**src/rtl/gac_pkg.sv**
```systemverilog
// Shared types and constants for the GHASH accumulator.
// Used by the front end, the item queue, the back end and the top level.
`default_nettype none

package gac_pkg;

    localparam int HALF_W      = 64;
    localparam int BLOCK_W     = 2 * HALF_W;
    localparam int BLOCK_BYTES = BLOCK_W / 8;
    localparam int COUNT_W     = 5;

    // Configuration register indexes.
    localparam logic REG_HASH_KEY_HIGH = 1'b0;
    localparam logic REG_HASH_KEY_LOW  = 1'b1;

    // Queue between the front end and the back end.
    localparam int FIFO_DEPTH = 2;
    localparam int FIFO_AW    = (FIFO_DEPTH > 1) ? $clog2(FIFO_DEPTH) : 1;
    localparam int FIFO_CW    = $clog2(FIFO_DEPTH + 1);

    // One classified block on its way to the accumulator.
    typedef struct packed {
        logic [BLOCK_W-1:0] data;     // masked block, byte 0 in the top bits
        logic               restart;  // clear the accumulator first
        logic               has_data; // at least one valid byte: multiply
    } gac_item_t;

    typedef struct packed {
        logic full;
        logic empty;
    } gac_fifo_stat_t;

endpackage

`default_nettype wire

```
**src/rtl/gac_fifo.sv**
```systemverilog
// Short queue of classified items between the front end and the back end.
// Depends on gac_pkg for the item type and the queue depth.
`default_nettype none

module gac_fifo import gac_pkg::*; (
    input  logic           aclk,
    input  logic           aresetn,
    input  logic           push,
    input  gac_item_t      push_item,
    input  logic           pop,
    output gac_item_t      pop_item,
    output gac_fifo_stat_t stat
);

    gac_item_t            mem [FIFO_DEPTH];
    logic [FIFO_AW-1:0]   wr_ptr_reg, wr_ptr_next;
    logic [FIFO_AW-1:0]   rd_ptr_reg, rd_ptr_next;
    logic [FIFO_CW-1:0]   count_reg,  count_next;

    function automatic logic [FIFO_AW-1:0] ptr_inc(input logic [FIFO_AW-1:0] ptr);
        ptr_inc = (ptr == FIFO_AW'(FIFO_DEPTH - 1)) ? '0 : ptr + 1'b1;
    endfunction

    always_comb begin
        wr_ptr_next = push ? ptr_inc(wr_ptr_reg) : wr_ptr_reg;
        rd_ptr_next = pop  ? ptr_inc(rd_ptr_reg) : rd_ptr_reg;
        count_next  = count_reg;
        if (push && !pop) begin
            count_next = count_reg + 1'b1;
        end else if (pop && !push) begin
            count_next = count_reg - 1'b1;
        end
    end

    always_ff @(posedge aclk) begin
        if (!aresetn) begin
            wr_ptr_reg <= '0;
            rd_ptr_reg <= '0;
            count_reg  <= '0;
        end else begin
            wr_ptr_reg <= wr_ptr_next;
            rd_ptr_reg <= rd_ptr_next;
            count_reg  <= count_next;
        end
    end

    always_ff @(posedge aclk) begin
        if (push) begin
            mem[wr_ptr_reg] <= push_item;
        end
    end

    assign pop_item   = mem[rd_ptr_reg];
    assign stat.full  = (count_reg == FIFO_CW'(FIFO_DEPTH));
    assign stat.empty = (count_reg == '0);

endmodule

`default_nettype wire

```
**config.mk**
```make
export PLATFORM = sky130hd
export DESIGN_NAME = gac_fifo
export DESIGN_NICKNAME = d
export VERILOG_FILES = /design/src/rtl/gac_pkg.sv /design/src/rtl/gac_fifo.sv
export SDC_FILE = /design/constraint.sdc
export NUM_CORES = 1
export LEC_CHECK = 0
export BUFFER_PORTS_ARGS = -buffer_cell sky130_fd_sc_hd__clkbuf_2
export CORE_MARGIN = 2
export CORE_UTILIZATION = 45
export CTS_CLUSTER_DIAMETER = 200
export DETAILED_ROUTE_END_ITERATION = 12
export MAX_ROUTING_LAYER = met4
export PLACE_DENSITY = 0.75
export SLEW_MARGIN = 20
export SYNTH_ARGS = -nofsm -noshare
export SYNTH_HDL_FRONTEND = slang
export SYNTH_SLANG_ARGS = --single-unit
```
**constraint.sdc**
```tcl
create_clock -name aclk -period 9.4 [get_ports aclk]
set_input_delay 1.41 -clock aclk [delete_from_list [all_inputs] [get_ports aclk]]
set_output_delay 1.41 -clock aclk [all_outputs]
set_load 0.005 [all_outputs]
```
==> impl_metrics.py <==
metrics = {
    "run_status": {
        "status": "finished, final reports clean",
    },
    "power_and_ir_drop": {
        "p_leak_nw": 4.59,
        "pwr_density_cell_nw_per_um2": 222,
        "ir_drop_uv": 156,
    },
    "logic_synthesis": {
        "yosysUniqueCellTypes": 17,
        "syn_area_um2": 9620,
        "avgSynthCellArea_um2": 22.6,
        "synth_top_cell_area_share_pct": 81.1,
        "ys.flop_type": "edfxtp_1",
        "ys_seq_area_share_pct": 82.2,
        "syn_inst": 426,
        "syn-num-nets": 561,
        "yosys_register_bits": 265,
        "synth-edff-count": 260,
        "synth_area_leaders": "edfxtp_1, mux2_2, buf_6, dfxtp_1, and2_1",
        "async_flop_share_pct": 0,
        "yosys_warnings": 0,
        "synth_top_cell_by_area": "edfxtp_1",
    },
    "placement": {
        "place_area_um2": 11200,
        "dpl.hpwl_um": 11700,
        "port_buffers": 265,
        "place_congestion": 0.763,
        "dp.cells": 956,
        "pre_cts_ws_ns": 5.57,
    },
    "timing": {
        "slew_headroom_pct": 37.0,
        "setup-tns-final_ns": 0,
        "final_max_slew_viol_count": 0,
        "min_period_ns": 4.28,
        "setup_viol": 0,
        "fin_ws_ns": 5.12,
        "fmax_mhz": 234,
        "tightest_slew_ns": 0.945,
        "rsz0062_at_grt": "no",
        "fin_crit_sh_pct": 45.5,
        "fin_skew_ns": 0.00680,
        "hold_viol_final": 0,
    },
    "critical_path": {
        "worstSetupEndpoint": "pop_item[21]",
        "slowest_stage": "dfxtp_4",
        "required_ns": 7.99,
        "crit_fanout": 69,
        "r2r-start": "wr_ptr_reg",
        "rr_worst_depth": 3,
        "regToRegSetupSlack_ns": 6.86,
        "start_kind": "flip-flop",
        "critPathMaxStageDelay_ns": 0.87,
        "r2r_end": "mem[0][111]",
        "cp_cell_sequence": "buf_4 -> mux2_2 -> clkbuf_2",
        "arrival_ns": 2.87,
        "cp-end-kind": "output pin",
        "crit_type": "flip-flop to output pin",
    },
    "die": {
        "dieArea_um2": 22600,
        "rows": 53,
        "core_um2": 21000,
        "start_util_pct": 45.8,
        "die_h_um": 150,
        "die_x_um": 150,
        "io-pin-count": 266,
    },
    "grt": {
        "antenna_found_initial": 0,
        "overflow": 0,
        "grt_max_degree": 70,
        "track_usage_pct": 15.4,
        "grt_pass1_vias": 5280,
        "grt_pass1_wl_um": 26200,
    },
    "routing": {
        "ant_nets": 0,
        "route.detailed.wl_per_inst_um": 17.4,
        "postRouteWirelength_um": 17500,
        "drc": 0,
        "dr_total_vias": 4906,
        "drt-vias-per-instance": 4.88,
        "first_iter_violations": 199,
        "firstDrtPassIters": 4,
    },
    "cts": {
        "cts.sinks": 265,
        "clockBufferDepth": 3,
        "cts-htree-levels": 1,
        "cts_setup_buffers": 0,
        "numCtsBuffers": 27,
        "cts-resized-gates": 0,
        "root_buffer": "clkbuf_16",
        "cts_hold_buf": 0,
        "clk_latency_ns": 0.51,
        "tritoncts": "done",
        "cts.clk_slew.worst_paths_ns": 0.06,
    },
    "final_layout": {
        "nFillCells": 1552,
        "seq_area_um2": 7910,
        "largest_reg_flops": 260,
        "drive_gt1_share_pct": 60.3,
        "finalInstanceArea_um2": 12100,
        "final_util_pct": 57.6,
        "diodes": 0,
        "multi_input_area_um2": 1590,
        "fin_cells": 1005,
        "syn_to_final_growth_pct": 25.8,
        "nets": 845,
    },
    "job": {
        "drv_cap": 0,
    },
    "min_path": {
        "min_path_type": "flip-flop to flip-flop",
        "holdPathStages": 2,
    },
}
[metal layers]
layer  track usage [%]  wire length (µm)  up-vias
met5                 -                 0        -
met1              17.3              6910     2406
met4              5.19               433        0
met2              26.9              8850      191
met3              3.94              1340       41
li1                  -                 -     2268
[cells in the final DEF (no fill, tap or decap), types with 2 or more instances in the layout]
| cell type | n |
|---|---|
| clkbuf_1 | 8 |
| dfxtp_1 | 4 |
| clkbuf_16 | 27 |
| clkinv_2 | 3 |
| clkbuf_2 | 265 |
| xor2_1 | 2 |
| bufinv_16 | 4 |
| edfxtp_1 | 260 |
| clkbuf_8 | 4 |
| nor2b_1 | 2 |
| buf_4 | 4 |
| mux2_2 | 130 |
| clkinv_1 | 3 |
| and2_1 | 3 |
[per-stage QoR]
step / power, mW / hold slack [ns]
3_5_place_dp: 1.65 / 0.489
4_1_cts: 2.72 / 0.514
3_3_place_gp: 1.64 / 0.481
6_report: 2.68 / 0.514
5_1_grt: 2.78 / 0.546
2_1_floorplan: 1.54 / 0.466
[how the worst min path moves through the flow]
| stage | slack, ns | endpoint | start |
|---|---|---|---|
| 2_1_floorplan | 0.47 | count_reg[1] | count_reg[1] |
| 3_3_place_gp | 0.48 | count_reg[1] | count_reg[1] |
| 3_5_place_dp | 0.49 | count_reg[1] | count_reg[1] |
| 4_1_cts | 0.51 | count_reg[1] | count_reg[1] |
| 5_1_grt | 0.55 | count_reg[1] | count_reg[1] |
| 6_report | 0.51 | count_reg[1] | count_reg[1] |
[Yosys cell counts, types with 2 or more instances]
cell type / count
nor2b_1: 3
buf_2: 3
edfxtp_1: 260
dfxtp_1: 5
xor2_1: 2
and2_1: 4
buf_6: 10
mux2_2: 130
[kinds of logic (layout without fill, tap and decap cells)]
kind of cell             count (synthesis)  count (layout)  share of synthesized area [%]
adder cells (fa/ha/maj)                  1               1                          0.130
flip-flops                             265             265                           82.2
AND/OR/NAND/NOR                          9               9                          0.559
XOR/XNOR                                 3               3                          0.273
multiplexers                           130             130                           15.2
buffers and inverters                   15             319                           1.44
AO/OA/AOI/OAI                            3               3                          0.208
[final cells by class]
class	instances	share of cell area [%]
clock buffers	39	6.28
clock inverters	10	1.21
inverters	1	0.0310
multi-input cells	146	13.1
flip-flops and latches	265	65.3
well taps	275	2.84
repair buffers	269	11.2
[report_power, final]
| group | leakage (nW) | internal [mW] | switching [mW] |
|---|---|---|---|
| Combinational | 1.67 | 0.120 | 0.107 |
| Sequential | 2.48 | 1.37 | 0.0238 |
| Clock | 0.444 | 0.668 | 0.398 |
| Total | 4.59 | 2.15 | 0.529 |
[critical path, delay by kind of cell (launching register included)]
kind	cells	cell delay [ns]
flops	1	0.87
buf+inv	2	0.91
mux	1	0.42
Power figures use the tool's default switching activity.
