## config.mk

```make
export PLATFORM = sky130hd
export DESIGN_NAME = gac_front
export DESIGN_NICKNAME = d
export VERILOG_FILES = /design/src/rtl/gac_pkg.sv /design/src/rtl/gac_front.sv
export SDC_FILE = /design/constraint.sdc
export NUM_CORES = 1
export LEC_CHECK = 0
export BUFFER_PORTS_ARGS = -buffer_cell sky130_fd_sc_hd__buf_4
export CORE_AREA = 2 2 106 108
export DETAILED_ROUTE_END_ITERATION = 8
export DIE_AREA = 0 0 108 110
export GPL_TIMING_DRIVEN = 0
export REMOVE_ABC_BUFFERS = 1
export SYNTH_ARGS = -nofsm -noshare
export SYNTH_HDL_FRONTEND = slang
export SYNTH_SLANG_ARGS = --single-unit
export TNS_END_PERCENT = 50
```

## constraint.sdc

```tcl
create_clock -name vclk -period 1.4
set_input_delay 0.14 -clock vclk [all_inputs]
set_output_delay 0.14 -clock vclk [all_outputs]
set_load 0.02 [all_outputs]
```

## src/rtl/gac_pkg.sv

```systemverilog
// Shared types and constants for the GHASH accumulator.
// Used by the front end, the item queue, the back end and the top level.
`default_nettype none

package gac_pkg;

    localparam int HALF_W      = 64;
    localparam int BLOCK_W     = 2 * HALF_W;
    localparam int BLOCK_BYTES = BLOCK_W / 8;
    localparam int COUNT_W     = 5;

    // Configuration register indexes.
    localparam logic REG_HASH_KEY_HIGH = 1'b0;
    localparam logic REG_HASH_KEY_LOW  = 1'b1;

    // Queue between the front end and the back end.
    localparam int FIFO_DEPTH = 2;
    localparam int FIFO_AW    = (FIFO_DEPTH > 1) ? $clog2(FIFO_DEPTH) : 1;
    localparam int FIFO_CW    = $clog2(FIFO_DEPTH + 1);

    // One classified block on its way to the accumulator.
    typedef struct packed {
        logic [BLOCK_W-1:0] data;     // masked block, byte 0 in the top bits
        logic               restart;  // clear the accumulator first
        logic               has_data; // at least one valid byte: multiply
    } gac_item_t;

    typedef struct packed {
        logic full;
        logic empty;
    } gac_fifo_stat_t;

endpackage

`default_nettype wire

```

## src/rtl/gac_front.sv

```systemverilog
// Front end: accepts input transactions, masks unused bytes and classifies them.
// Depends on gac_pkg; writes into the item queue.
`default_nettype none

module gac_front import gac_pkg::*; (
    input  logic                s_valid,
    output logic                s_ready,
    input  logic [HALF_W-1:0]   s_data_high,
    input  logic [HALF_W-1:0]   s_data_low,
    input  logic [COUNT_W-1:0]  s_valid_bytes,
    input  logic                s_restart,
    input  gac_fifo_stat_t      fifo_stat,
    output logic                push,
    output gac_item_t           item
);

    logic [COUNT_W-1:0] count_sat;
    logic [BLOCK_W-1:0] byte_mask;

    // Counts above a full block are treated as a full block.
    assign count_sat = (s_valid_bytes > COUNT_W'(BLOCK_BYTES)) ? COUNT_W'(BLOCK_BYTES)
                                                             : s_valid_bytes;

    always_comb begin
        byte_mask = '0;
        for (int j = 0; j < BLOCK_BYTES; j++) begin
            byte_mask[BLOCK_W-1-8*j -: 8] = (COUNT_W'(j) < count_sat) ? 8'hff : 8'h00;
        end
    end

    assign s_ready       = !fifo_stat.full;
    assign push          = s_valid && s_ready;
    assign item.data     = {s_data_high, s_data_low} & byte_mask;
    assign item.restart  = s_restart;
    assign item.has_data = (count_sat != '0);

endmodule

`default_nettype wire

```

==> results.yml, run 1 <==
status:
  status: "finished clean"
place:
  place_congestion: 0.728
  hpwlAfterDp_um: 6180
  pre_cts_slack_ns: -0.277
  io_buffer_count: 266
setup_path:
  path_cells: "buf_6 > or4_4 > and3_1 > buf_4"
  required_ns: 1.26
  worstSetupStartpoint: "s_valid_bytes[1]"
  critPathCaptureType: "output port"
  cp-endpoint: "item[59]"
  slowest_delay_ns: 0.58
  critical_path_class: "primary input to output port"
  crit_fanout: 12
  cp.arrival_ns: 1.24
  cp_slowest_cell: "or4_4"
  crit_path_start_kind: "primary input"
die:
  die_y_um: 110
  fp.dieW_um: 108
  core_sq_um: 10700
  initial_core_util_pct: 9.95
  dieArea_sq_um: 11900
  ios: 269
  row_count: 38
synth:
  ys_types: 25
  synth_area_sq_um: 1060
  postSynthCellCount: 159
  synth_seq_area_share_pct: 0
  synth_area_per_cell_sq_um: 6.70
  yosys_warnings: 0
timing:
  period_needed_ns: 1.38
  slew_headroom_pct: 58.6
  rsz0062_at_grt: "yes"
  setup_violations: 0
  tightestPinTransition_ns: 0.613
  fmaxAchievable_ghz: 0.727
  worst_hold_slack_ns: 0.280
  timing.final.max_slew_violations: 0
  hold_viol: 0
  fin_crit_sh_pct: 98.3
  worst_slack_ns: 0.0243
hold_path:
  hold_class: "primary input to output port"
  hold-path-cell-count: 0
power:
  pwr-share-seq_pct: 0
  power_frac_comb_pct: 100.0
  p_leak_nw: 1.73
  switching_share_pct: 48.6
  p_switching_mw: 0.619
  peakVddDrop_mv: 0.147
  p_int_mw: 0.655
  power_density_nw_per_um2: 393
  pwr-share-clk_pct: 0
global_route:
  grt_pass1_wl_um: 9120
  grt_start_max_net_pins: 25
  grt_pass1_vias: 1882
  antenna_found_initial: 0
  grt_usage_pct: 9.44
  grt_overflow: 0
layout:
  numSequentialCells: 0
  synthToLayoutAreaGrowth_pct: 205
  nClkBuffers: 0
  n_antenna_cell: 0
  final_common_cell: "buf_4"
  regArea_sq_um: 0
  final_cell_mix: "buf_4 (263), nor2b_1 (57), a21boi_0 (32)"
  drive_above_1_share_pct: 66.3
  nets: 554
detailed_routing:
  drtAntennaViolNets: 0
  wirelength_um: 7240
  remaining_drc_errors: 0
  wire_per_inst_um: 13.0
  drt-initial-drc-count: 40
  drtPass1Iterations: 3
  viasPerCell: 3.82
  vias: 2118
clock_network:
  cts_hold_buf: 0
  post_cts_buffers: 0
job:
  drv_cap: 0
[stage by stage]
stage | area [sq um] | util [%] | cells | power, mW | TNS (ns)
floorplan | 1010 | - | 148 | 0.537 | -1.50
global placement | 3180 | 29.8 | 554 | 1.26 | -13.03
detailed placement | 3190 | 29.8 | 555 | 1.27 | -5.94
CTS | 3230 | 30.2 | 555 | 1.29 | -0.00416
global route | 3240 | 30.3 | 555 | 1.35 | -0.443
finish | 3240 | 30.3 | 555 | 1.27 | 0
[synthesized netlist by cell type (all sizes together)]
cell,n,area share (%)
inv,2,0.71
a41oi,1,0.82
or4,1,0.71
a21oi,1,0.47
nor2b,57,33
and2b,8,5.6
o211ai,1,0.71
a31oi,1,0.59
o21ai,2,0.94
and2,16,9.4
and3,16,9.4
a311oi,1,1.4
nor3,1,0.47
a2111oi,1,2.6
a211oi,1,0.71
or2,1,0.59
nand2,1,0.35
a211o,1,0.82
nor4,1,2.0
nor2,2,0.71
buf,6,3.1
clkbuf,5,1.9
a21boi,32,23
[critical path, delay by kind of cell]
| kind | cells | cell delay (ns) |
|---|---|---|
| buffers and inverters | 2 | 0.30 |
| and+or+nand+nor | 2 | 0.79 |
[power groups by stage]
stage	clock [mW]	combinational, mW	sequential, mW
floorplan	0	0.537	0
global placement	0	1.26	0
detailed placement	0	1.27	0
CTS	0	1.29	0
global route	0	1.35	0
finish	0	1.27	0
[routing by layer]
metal | up-vias | GRT usage (%) | part of all wire (%) | routed length, um
met5 | - | 0 | 0 | 0
met4 | 0 | 0.183 | 0 | 0
met3 | 0 | 0.529 | 7.0 | 506
met2 | 114 | 19.5 | 55 | 4010
met1 | 949 | 11.2 | 38 | 2720
li1 | 1055 | - | - | -
[layout make-up]
cell class	instances	area (sq um)
tap	140	175
inverter	2	7.51
multi-input combinational	146	1040
fill	1140	7450
timing repair buffer	267	2020
[worst min path at each step]
| stage | slack (ns) | start | end |
|---|---|---|---|
| global route | 0.28 | s_restart | item[1] |
| CTS | 0.28 | s_restart | item[1] |
| floorplan | 0.28 | s_restart | item[1] |
| global placement | 0.28 | s_restart | item[1] |
| finish | 0.28 | s_restart | item[1] |
| detailed placement | 0.28 | s_restart | item[1] |
[what timing repair did]
action	in CTS	in global routing
pin swaps	1	1
hold endpoints to repair	0	0
gates resized for setup	10	3
setup endpoints to repair	48	31
[cells by family after synthesis]
kind of cell	share of synthesized area [%]
and+or+nand+nor	62.8
AOI/OAI and AO/OA	31.6
buffers and inverters	5.64
(Power assumes the default switching activity.)
==> run 2, diff against run 1 <==
- SETUP_SLACK_MARGIN: unset -> 0.15
==> run 2 against run 1 <==
  * Worst setup slack gained 0.057 ns
  * Clock-buffer cell count is the same
  * First-iteration DRC count grew 65%
  * Die area is the same
  * Critical path type unchanged
==> results.yml, run 2 (synthesized netlist as in run 1, its figures left out) <==
layout:
  nClkBuffers: 0
  n_antenna_cell: 0
  numSequentialCells: 0
  finish.utilization_pct: 32.0
  final_common_cell: "buf_4"
  final_cells: 562
  final_cell_mix: "buf_4 (259), nor2b_1 (57), a21boi_0 (32)"
  synthToLayoutAreaGrowth_pct: 222
  drive_above_1_share_pct: 68.7
  nets: 561
  regArea_sq_um: 0
setup_path:
  cp.arrival_ns: 1.18
  crit_fanout: 8
  worstSetupStartpoint: "s_valid_bytes[1]"
  crit_path_start_kind: "primary input"
  required_ns: 1.26
  critPathCaptureType: "output port"
  critical_path_class: "primary input to output port"
detailed_routing:
  remaining_drc_errors: 0
  vias: 2152
  drt-initial-drc-count: 66
  wirelength_um: 7480
  drtPass1Iterations: 4
  drtAntennaViolNets: 0
  wire_per_inst_um: 13.3
  viasPerCell: 3.83
hold_path:
  hold_start: "s_restart"
  min_delay_worst_endpoint: "item[1]"
  hold-path-cell-count: 0
  hold_class: "primary input to output port"
job:
  drv_cap: 0
timing:
  fmaxAchievable_ghz: 0.758
  worst_slack_ns: 0.0814
  period_needed_ns: 1.32
  fin_crit_sh_pct: 94.2
  timing.final.max_slew_violations: 0
  tightestPinTransition_ns: 0.614
  rsz0062_at_grt: "yes"
  hold_viol: 0
  setup_violations: 0
  slew_headroom_pct: 58.5
place:
  place_congestion: 0.728
  io_buffer_count: 266
  pre_cts_slack_ns: -0.277
  placed_cells: 555
  hpwlAfterDp_um: 6180
global_route:
  grt_usage_pct: 9.93
  grt_overflow: 0
  grt_pass1_vias: 1944
  grt_start_max_net_pins: 25
  antenna_found_initial: 0
  grt_pass1_wl_um: 9530
die:
  initial_core_util_pct: 9.95
  die_y_um: 110
  ios: 269
  row_count: 38
  core_sq_um: 10700
  fp.dieW_um: 108
  dieArea_sq_um: 11900
status:
  status: "finished clean"
power:
  p_leak_nw: 1.80
  peakVddDrop_mv: 0.147
  power_mw: 1.34
  power_density_nw_per_um2: 392
clock_network:
  cts_hold_buf: 0
==> run 2: stage by stage <==
stage / cell area (sq um) / TNS [ns] / hold WS [ns]
2_1_floorplan: 1010 / -1.50 / 0.280
3_3_place_gp: 3180 / -13.03 / 0.280
3_5_place_dp: 3190 / -5.94 / 0.280
4_1_cts: 3390 / 0 / 0.280
5_1_grt: 3430 / 0 / 0.280
6_report: 3430 / 0 / 0.280
==> run 2: layout make-up <==
type | count | area, sq um
Timing Repair Buffer | 274 | 2160
Fill cell | 1121 | 7270
Tap cell | 140 | 175
Multi-Input combinational cell | 146 | 1090
Inverter | 2 | 7.51
==> run 2: power by group <==
part	total, mW	internal (mW)	switching (mW)	leakage, nW
combinational	1.34	0.710	0.632	1.80
clock	0	0	0	0
sequential	0	0	0	0
total	1.34	0.710	0.632	1.80
==> run 2: worst max path at each step <==
stage | slack (ns) | end | cells past startpoint
after floorplan | -0.18 | item[122] | 2
after global placement | -0.76 | item[129] | 4
after detailed placement | -0.28 | item[122] | 5
after CTS | 0.04 | item[85] | 4
after global routing | 0.009 | item[52] | 4
final | 0.08 | item[52] | 4
==> run 2: repair_timing <==
item | in CTS | in global routing
pin swaps | 10 | 3
endpoints found under the setup margin | 114 | 97
buffers inserted | 4 | 2
gates cloned | 1 | 0
gates resized for setup | 31 | 4
==> run 2: worst max-delay path, cell delays in order <==
cell	delay, ns
bufbuf_16	0.25
o21ai_1	0.41
a21boi_0	0.19
buf_4	0.19
==> run 2: metal layers <==
layer | share of wire [%] | global-route usage (%)
met1 | 37 | 11.6
met2 | 57 | 20.9
met3 | 6.5 | 0.470
met4 | 0 | 0
met5 | 0 | 0
==> run 3, diff against run 2 <==
- MAX_ROUTING_LAYER: unset -> met4
==> run 3 against run 2 <==
  * Cell count did not move
  * Routed wire length rose by 0.15%
  * Power barely moved
  * Critical endpoint is now item[62]
  * Largest cell class unchanged
==> results.yml, run 3 (synthesized netlist as in run 1, its figures left out) <==
job:
  drv_cap: 0
status:
  status: "finished clean"
timing:
  period_needed_ns: 1.32
  fmaxAchievable_ghz: 0.758
  timing.final.max_slew_violations: 0
  worst_hold_slack_ns: 0.280
  tightestPinTransition_ns: 0.623
  fin_crit_sh_pct: 94.2
  rsz0062_at_grt: "yes"
  setup_violations: 0
  slew_headroom_pct: 57.9
  hold_viol: 0
die:
  ios: 269
  fp.dieW_um: 108
  die_y_um: 110
  dieArea_sq_um: 11900
  row_count: 38
  core_sq_um: 10700
  initial_core_util_pct: 9.95
detailed_routing:
  wirelength_um: 7500
  remaining_drc_errors: 0
  drtAntennaViolNets: 0
  viasPerCell: 3.81
  vias: 2144
  drt-initial-drc-count: 59
  drtPass1Iterations: 4
  wire_per_inst_um: 13.3
global_route:
  antenna_found_initial: 0
  grt_start_max_net_pins: 25
  grt_pass1_vias: 1943
  grt_usage_pct: 10.2
  grt_pass1_wl_um: 9520
  grt_overflow: 0
layout:
  drive_above_1_share_pct: 68.7
  synthToLayoutAreaGrowth_pct: 222
  regArea_sq_um: 0
  nets: 561
  multi_input_area_sq_um: 1090
  fill_cells: 1121
  final_common_cell: "buf_4"
  final_cell_mix: "buf_4 (259), nor2b_1 (57), a21boi_0 (32)"
  n_antenna_cell: 0
  numSequentialCells: 0
  finish.utilization_pct: 32.0
  nClkBuffers: 0
setup_path:
  critical_path_class: "primary input to output port"
  cp_slowest_cell: "or4_4"
  cp_num_buf_inv: 2
  slowest_delay_ns: 0.60
  crit_path_start_kind: "primary input"
  crit_fanout: 8
  cp.arrival_ns: 1.18
  critPathCaptureType: "output port"
  required_ns: 1.26
  path_delay_family: "simple AND/OR/NAND/NOR gates"
  path_cells: "buf_12 > or4_4 > and3_4 > buf_6"
hold_path:
  min_delay_worst_endpoint: "item[1]"
  hold_start: "s_restart"
  hold_class: "primary input to output port"
  hold-path-cell-count: 0
power:
  pwr-share-seq_pct: 0
  p_switching_mw: 0.633
  power_mw: 1.34
  power_density_nw_per_um2: 392
  p_leak_nw: 1.80
  pwr-share-clk_pct: 0
  switching_share_pct: 47.1
  peakVddDrop_mv: 0.147
  p_int_mw: 0.710
  power_frac_comb_pct: 100.0
place:
  io_buffer_count: 266
  place_congestion: 0.736
  hpwlAfterDp_um: 6180
## run 3: worst max path at each step
stage | startpoint | cells past startpoint | endpoint
after floorplan | s_valid_bytes[4] | 2 | item[122]
after global placement | s_valid_bytes[4] | 4 | item[129]
after detailed placement | s_valid_bytes[4] | 5 | item[122]
after CTS | s_valid_bytes[2] | 4 | item[85]
after global routing | s_valid_bytes[1] | 4 | item[52]
final | s_valid_bytes[1] | 4 | item[62]
## run 3: layer usage
| layer | global-route usage [%] | part of all wire, % | up-vias |
|---|---|---|---|
| li1 | - | - | 1069 |
| met1 | 11.7 | 37 | 961 |
| met2 | 20.9 | 56 | 114 |
| met3 | 0.412 | 6.5 | 0 |
| met4 | 0 | 0 | 0 |
| met5 | - | 0 | - |
## run 3: what timing repair did
item / 4_1_cts / 5_1_grt
pin swaps: 10 / 3
gates cloned: 1 / 0
endpoints found under the setup margin: 114 / 97
resized for setup: 31 / 4
hold buffers: 0 / 0
setup buffers: 4 / 2
## run 3: final cells by class
| cell class | count | area share [%] |
|---|---|---|
| Timing Repair Buffer | 274 | 62.9 |
| Multi-Input combinational cell | 146 | 31.8 |
| Tap cell | 140 | 5.11 |
| Inverter | 2 | 0.219 |
## run 3: through the flow
| step | instance area, sq um | setup TNS (ns) | worst slack, ns | instances |
|---|---|---|---|---|
| 3_5_place_dp | 3190 | -5.94 | -0.277 | 555 |
| 3_3_place_gp | 3180 | -13.03 | -0.760 | 554 |
| 5_1_grt | 3430 | 0 | 0.00937 | 562 |
| 2_1_floorplan | 1010 | -1.50 | -0.183 | 148 |
| 6_report | 3430 | 0 | 0.0812 | 562 |
| 4_1_cts | 3390 | 0 | 0.0390 | 560 |
## run 3: power by group through the flow
stage | Sequential (mW) | Clock (mW) | Combinational [mW]
final | 0 | 0 | 1.34
after global routing | 0 | 0 | 1.42
after CTS | 0 | 0 | 1.35
after detailed placement | 0 | 0 | 1.27
after global placement | 0 | 0 | 1.26
after floorplan | 0 | 0 | 0.537
